$ cat src/hdl/quad_motor_mixer_pwm_core_assert.svh
// assertion macros for the motor mixer
`ifndef QUAD_MOTOR_MIXER_PWM_CORE_ASSERT_SVH
`define QUAD_MOTOR_MIXER_PWM_CORE_ASSERT_SVH
// implication checked on every clock edge outside reset
`define QMM_ASSERT_IMP(lbl, a, c, msg) \
	lbl: assert property (@(posedge clk) disable iff (!arst_n) (a) |-> (c)) else $error(msg);
// implication whose consequent is checked in the cycle after the antecedent
`define QMM_ASSERT_NEXT(lbl, a, c, msg) \
	lbl: assert property (@(posedge clk) disable iff (!arst_n) (a) |=> (c)) else $error(msg);
`endif

$ cat src/hdl/qmm_pkg.sv
// shared types and constants for the motor mixer
package qmm_pkg;
	typedef enum logic [2:0] {
		REG_LOW   = 3'd0,
		REG_HIGH  = 3'd1,
		REG_CAP   = 3'd2,
		REG_ARM_L = 3'd3,
		REG_ARM_W = 3'd4
	} reg_idx_t;
	localparam logic [19:0] K_A = 20'd136533;
	localparam logic [19:0] K_B = 20'd126031;
	localparam logic [19:0] K_C = 20'd455111;
	localparam logic [19:0] K_D = 20'd17644;
	localparam logic [19:0] K_E = 20'd117029;
	localparam logic [19:0] K_F = 20'd390095;
	localparam logic [19:0] K_G = 20'd15124;
	typedef struct packed {
		logic start;
		logic halt;
	} qmm_cmd_t;
	typedef struct packed {
		logic done;
	} qmm_sts_t;
endpackage

$ cat src/hdl/qmm_ctrl.sv
// handshake controller and latched kill state
module qmm_ctrl import qmm_pkg::*; (
	input  logic clk,
	input  logic arst_n,
	input  logic in_valid,
	output logic in_ready,
	input  logic kill,
	output logic out_valid,
	input  logic out_ready,
	output logic halted,
	output qmm_cmd_t cmd,
	input  qmm_sts_t sts
);
	`include "quad_motor_mixer_pwm_core_assert.svh"
	typedef enum logic [1:0] {S_IDLE, S_BUSY, S_OUT} st_t;
	st_t st_q;
	logic drive_on_q;
	logic kill_now;
	assign kill_now = kill | ~drive_on_q;
	assign in_ready = (st_q == S_IDLE);
	assign out_valid = (st_q == S_OUT);
	assign cmd.start = in_valid && in_ready;
	assign cmd.halt = kill_now;
	always_ff @(posedge clk or negedge arst_n) begin
		if (!arst_n) begin
			st_q <= S_IDLE;
			drive_on_q <= 1'b1;
			halted <= 1'b0;
		end else begin
			case (st_q)
				S_IDLE: if (cmd.start) begin
					if (kill) drive_on_q <= 1'b0;
					halted <= kill_now;
					st_q <= S_BUSY;
				end
				S_BUSY: if (sts.done) st_q <= S_OUT;
				S_OUT: if (out_ready) st_q <= S_IDLE;
				default: st_q <= S_IDLE;
			endcase
		end
	end
	`QMM_ASSERT_IMP(a_halt_latched, !drive_on_q, halted || st_q == S_IDLE, "halt lost")
	`QMM_ASSERT_NEXT(a_off_stays, !drive_on_q, !drive_on_q, "drive re-enabled")
	`QMM_ASSERT_IMP(a_no_in_busy, st_q != S_IDLE, !in_ready, "accepted while busy")
endmodule

$ cat config.mk
export PLATFORM = sky130hd
export DESIGN_NAME = qmm_ctrl
export DESIGN_NICKNAME = d
export VERILOG_FILES = /design/src/hdl/qmm_pkg.sv /design/src/hdl/qmm_ctrl.sv
export VERILOG_INCLUDE_DIRS = /design/src /design/src/hdl
export SDC_FILE = /design/constraint.sdc
export NUM_CORES = 1
export LEC_CHECK = 0
export BUFFER_PORTS_ARGS = -buffer_cell sky130_fd_sc_hd__buf_4
export CORE_AREA = 5 5 42 44
export CTS_CLUSTER_DIAMETER = 60
export DETAILED_ROUTE_END_ITERATION = 16
export DIE_AREA = 0 0 47 49
export GPL_ROUTABILITY_DRIVEN = 1
export PLACE_DENSITY = 0.36
export SKIP_LAST_GASP = 1
export SYNTH_ARGS = -nofsm -noshare
export SYNTH_HDL_FRONTEND = slang
export SYNTH_SLANG_ARGS = --single-unit
$ cat constraint.sdc
create_clock -name clk -period 1.6 [get_ports clk]
set_clock_uncertainty 0.2 [all_clocks]
set_input_delay 0 -clock clk [delete_from_list [all_inputs] [get_ports clk]]
set_output_delay 0 -clock clk [all_outputs]
set_load 0.01 [all_outputs]
==> metrics.md <==
| Metric | Value |
|---|---|
| Worst setup startpoint | `st_q[0]` |
| Worst Setup Slack post-DPL | `roughly 260 ps` |
| Register share of total power | `36.0%` |
| Wire length after detailed routing | `~500 um` |
| Xor and xnor fraction of the mapped netlist area | `0%` |
| Post-route ant nets | `0` |
| Net count of the finished layout | `42` |
| Area growth, synth to finish | `89.7%` |
| Share of total power in combinational logic | `between 30% and 40%` |
| First-pass GRT wire length | `between 800 and 900 um` |
| Max-slew violations | `0` |
| Net Count, Synth | `22` |
| Routability congestion estimate from global placement | `0.727` |
| Reg2Reg Launch Point | `st_q[0]` |
| Share of the yosys chip area belonging to registers | `between 50 and 60%` |
| Crit path to | `halted` |
| Length in cells of the worst reg-to-reg path | `2` |
| Number of global-route vias before repair | `roughly 220` |
| Clock sink count | `4` |
| Arrival time of the worst setup path | `approximately 1300 ps` |
| Cells resized by post-CTS repair | `0` |
| Number of distinct library cells after synthesis | `12` |
| Worst setup EP type | `register` |
| Peak per-stage delay on the critical path | `450 ps` |
| Root buffer selected by CTS | `sky130_fd_sc_hd__clkbuf_4` |
| Simple-Gate Fraction of Synth Area | `between 20% and 30%` |
| Chain of cells forming the critical path | `nor3b_4 -> mux2_4` |
| Cells after Synth | `16` |
| Setup repair after global routing missed its margin | `no` |
| Maximum number of pins on one net before global-route repair | `7` |
| Maximum achievable frequency | `about 740 MHz` |
| Path class of the lowest-slack min-delay path | `input pin to async pin` |
| X dimension of the die | `47 um` |
| Net switching power of the design | `between 0.15 and 0.2 mW` |
| Clock buffer count from CTS | `3` |
| Share of power burned in the clock network | `roughly 30%` |
| Static Leak | `0.165 nW` |
| Worst max-slew margin expressed relative to the limit | `84.9%` |
| Core Region | `between 1000 and 1500 um2` |
| Length of the first detailed-routing pass in iterations | `4` |
| Library cell with the largest summed area after synthesis | `sky130_fd_sc_hd__dfrtp_1` |
| TritonCTS clock tree | `done` |
| Portion of the clock cycle consumed by the worst path in the final layout | `~85%` |
| Number of maximum-capacitance violations | `0` |
| Number of setup buffers added after CTS | `0` |
| Clk slew on worst S/H paths | `about 40 ps` |
| Cells taking the most area after synthesis | `sky130_fd_sc_hd__dfrtp_1 39%, sky130_fd_sc_hd__dfstp_2 14%, sky130_fd_sc_hd__nor3b_4 9.7%, sky130_fd_sc_hd__mux2_4 7.7%, sky130_fd_sc_hd__nand2b_1 6.5%` |
| Antenna Diode Count | `0` |
| Longest Clk Path Bufs | `2` |
| Portion of netlist area occupied by mux cells | `a little under 8%` |
| Number of antenna violations at the first check in global routing | `0` |
| Slowest-stage cell, CP | `sky130_fd_sc_hd__dfrtp_1` |
| Global route overflow | `0` |
| Min Tclk post-route | `1360 ps` |
| 1st-iter DRT viols | `4` |
| Hold bufs inserted after CTS | `6` |
| Adder and majority cell fraction of the synthesized area | `0%` |
| Setup TNS | `0 ps` |
| Fill cell count | `between 150 and 200` |
| Buffers on Ports | `10` |
| Post-layout worst setup margin | `approximately 240 ps` |
| Maximum fanout count along the critical path | `6` |
| Initial standard-cell utilization of the core | `roughly 14%` |
| Share of final-layout standard cells stronger than drive strength 1 | `45.7%` |
| Final number of hold-violating endpoints | `0` |
| Outcome | `finished, final reports clean` |
| Die area | `2300 um2` |
| Average footprint of a synthesized cell | `around 12 um2` |
| Worst-Skew Late Latency | `240 ps` |
| Main combinational cell family by area after synthesis | `simple AND/OR/NAND/NOR gates` |
| Data required time of the worst path | `1520 ps` |
| Routed length per instance | `approximately 9.7 um` |
| Post-synthesis register bit count | `4` |
| Nature of the critical path startpoint | `register` |
| Number of rows created at floorplan | `14` |
| Height of the die | `slightly below 50 um` |
| Top-area cell type share of the netlist area | `approximately two fifths` |
| Flop2flop setup slack | `240 ps` |
| Crit Path Category | `register to register` |
| Post-Synthesis Cell Area | `approximately 190 um2` |
| Internal power consumption | `around 0.32 mW` |
| Cell Pwr Density | `around 1300 nW/um2` |
| Endpoint of the worst register-to-register path | `halted` |
| Transition at the pin with the smallest max-transition slack | `~230 ps` |
| H-tree depth | `1` |
| DRC | `0` |
| Power consumption | `about 0.47 mW` |
| Switching Share | `~33%` |
| Share of the synthesized area in compound gates (AO/OA/AOI/OAI) | `10.3%` |
| Ports placed on the boundary | `11` |
| Number of vias after detailed routing | `180` |
| Highest ir drop seen on vdd | `roughly 560 uV` |
| Number of vias per cell | `3.53` |
| Yosys Warn Count | `0` |
| Final-report setup violation count | `0` |
| GRT Total Usage | `~5.8%` |
-- layer usage --
layer  GRT usage [%]  vias up  routed length (um)
met4            4.15        0                   0
met1            5.32       74                 205
met5               0        -                   0
met3            6.64        0                  98
met2            7.01       15                 190
li1                -       91                   -
-- flip-flops by register name, summed over array words and instances (netlist names) --
name / count
drive_on_q: 1
halted: 1
st_q: 2
-- power groups by stage --
stage | registers (mW) | clock network (mW) | logic [mW]
after floorplan | 0.163 | 0 | 0.0816
after global placement | 0.167 | 0 | 0.152
after detailed placement | 0.171 | 0 | 0.153
after CTS | 0.170 | 0.149 | 0.165
after global routing | 0.178 | 0.156 | 0.184
final | 0.171 | 0.140 | 0.163
-- synthesized netlist by cell type --
| master | count |
|---|---|
| sky130_fd_sc_hd__o21ai_0 | 1 |
| sky130_fd_sc_hd__mux2_4 | 1 |
| sky130_fd_sc_hd__a21boi_0 | 1 |
| sky130_fd_sc_hd__a211oi_1 | 1 |
| sky130_fd_sc_hd__nor2_1 | 2 |
| sky130_fd_sc_hd__dfrtp_1 | 3 |
| sky130_fd_sc_hd__nand2b_1 | 2 |
| sky130_fd_sc_hd__inv_1 | 1 |
| sky130_fd_sc_hd__nand3b_1 | 1 |
| sky130_fd_sc_hd__buf_4 | 1 |
| sky130_fd_sc_hd__dfstp_2 | 1 |
| sky130_fd_sc_hd__nor3b_4 | 1 |
-- logic make-up (layout without fill, tap and decap cells) --
group | after synthesis | count (layout)
DFF | 4 | 4
AOI/OAI and AO/OA | 3 | 3
muxes | 1 | 1
and+or+nand+nor | 6 | 6
buffers and inverters | 2 | 21
-- worst min path at each step --
stage | cells past startpoint | endpoint | start
2_1_floorplan | 0 | halted | arst_n
3_3_place_gp | 1 | halted | arst_n
3_5_place_dp | 1 | halted | arst_n
4_1_cts | 2 | drive_on_q | arst_n
5_1_grt | 2 | drive_on_q | arst_n
6_report | 2 | drive_on_q | arst_n
-- cell type report --
class,instances,area [um2],area share [%]
Clock buffer,4,26.3,7.14
Inverter,1,3.75,1.02
Multi-Input combinational cell,10,81.3,22.1
Sequential cell,4,101,27.6
Tap cell,16,20.0,5.44
Timing Repair Buffer,16,135,36.7
-- worst max-delay path, delay by kind of cell, from the launching register on --
family / cells / cell delay, ps
and+or+nand+nor: 1 / 270
muxes: 1 / 320
DFF: 1 / 450
-- per-stage QoR --
| stage | hold slack [ps] | area (um2) | std cells | utilization (%) |
|---|---|---|---|---|
| 2_1_floorplan | -496 | 194 | 16 | - |
| 3_3_place_gp | -403 | 282 | 41 | 20.1 |
| 3_5_place_dp | -398 | 282 | 41 | 20.1 |
| 4_1_cts | 28.8 | 368 | 51 | 26.3 |
| 5_1_grt | 52.4 | 368 | 51 | 26.3 |
| 6_report | 44.1 | 368 | 51 | 26.3 |
-- cell usage in the layout, fill, tap and decap left out --
cell	count
sky130_fd_sc_hd__o21ai_0	1
sky130_fd_sc_hd__mux2_4	1
sky130_fd_sc_hd__buf_4	10
sky130_fd_sc_hd__dlygate4sd3_1	6
sky130_fd_sc_hd__nor2_1	2
sky130_fd_sc_hd__clkbuf_1	1
sky130_fd_sc_hd__a21boi_0	1
sky130_fd_sc_hd__nor3b_4	1
sky130_fd_sc_hd__dfrtp_1	3
sky130_fd_sc_hd__clkbuf_4	3
sky130_fd_sc_hd__nand3b_1	1
sky130_fd_sc_hd__a211oi_1	1
sky130_fd_sc_hd__inv_1	1
sky130_fd_sc_hd__nand2b_1	2
sky130_fd_sc_hd__dfstp_2	1
Power figures use the tool's default switching activity.
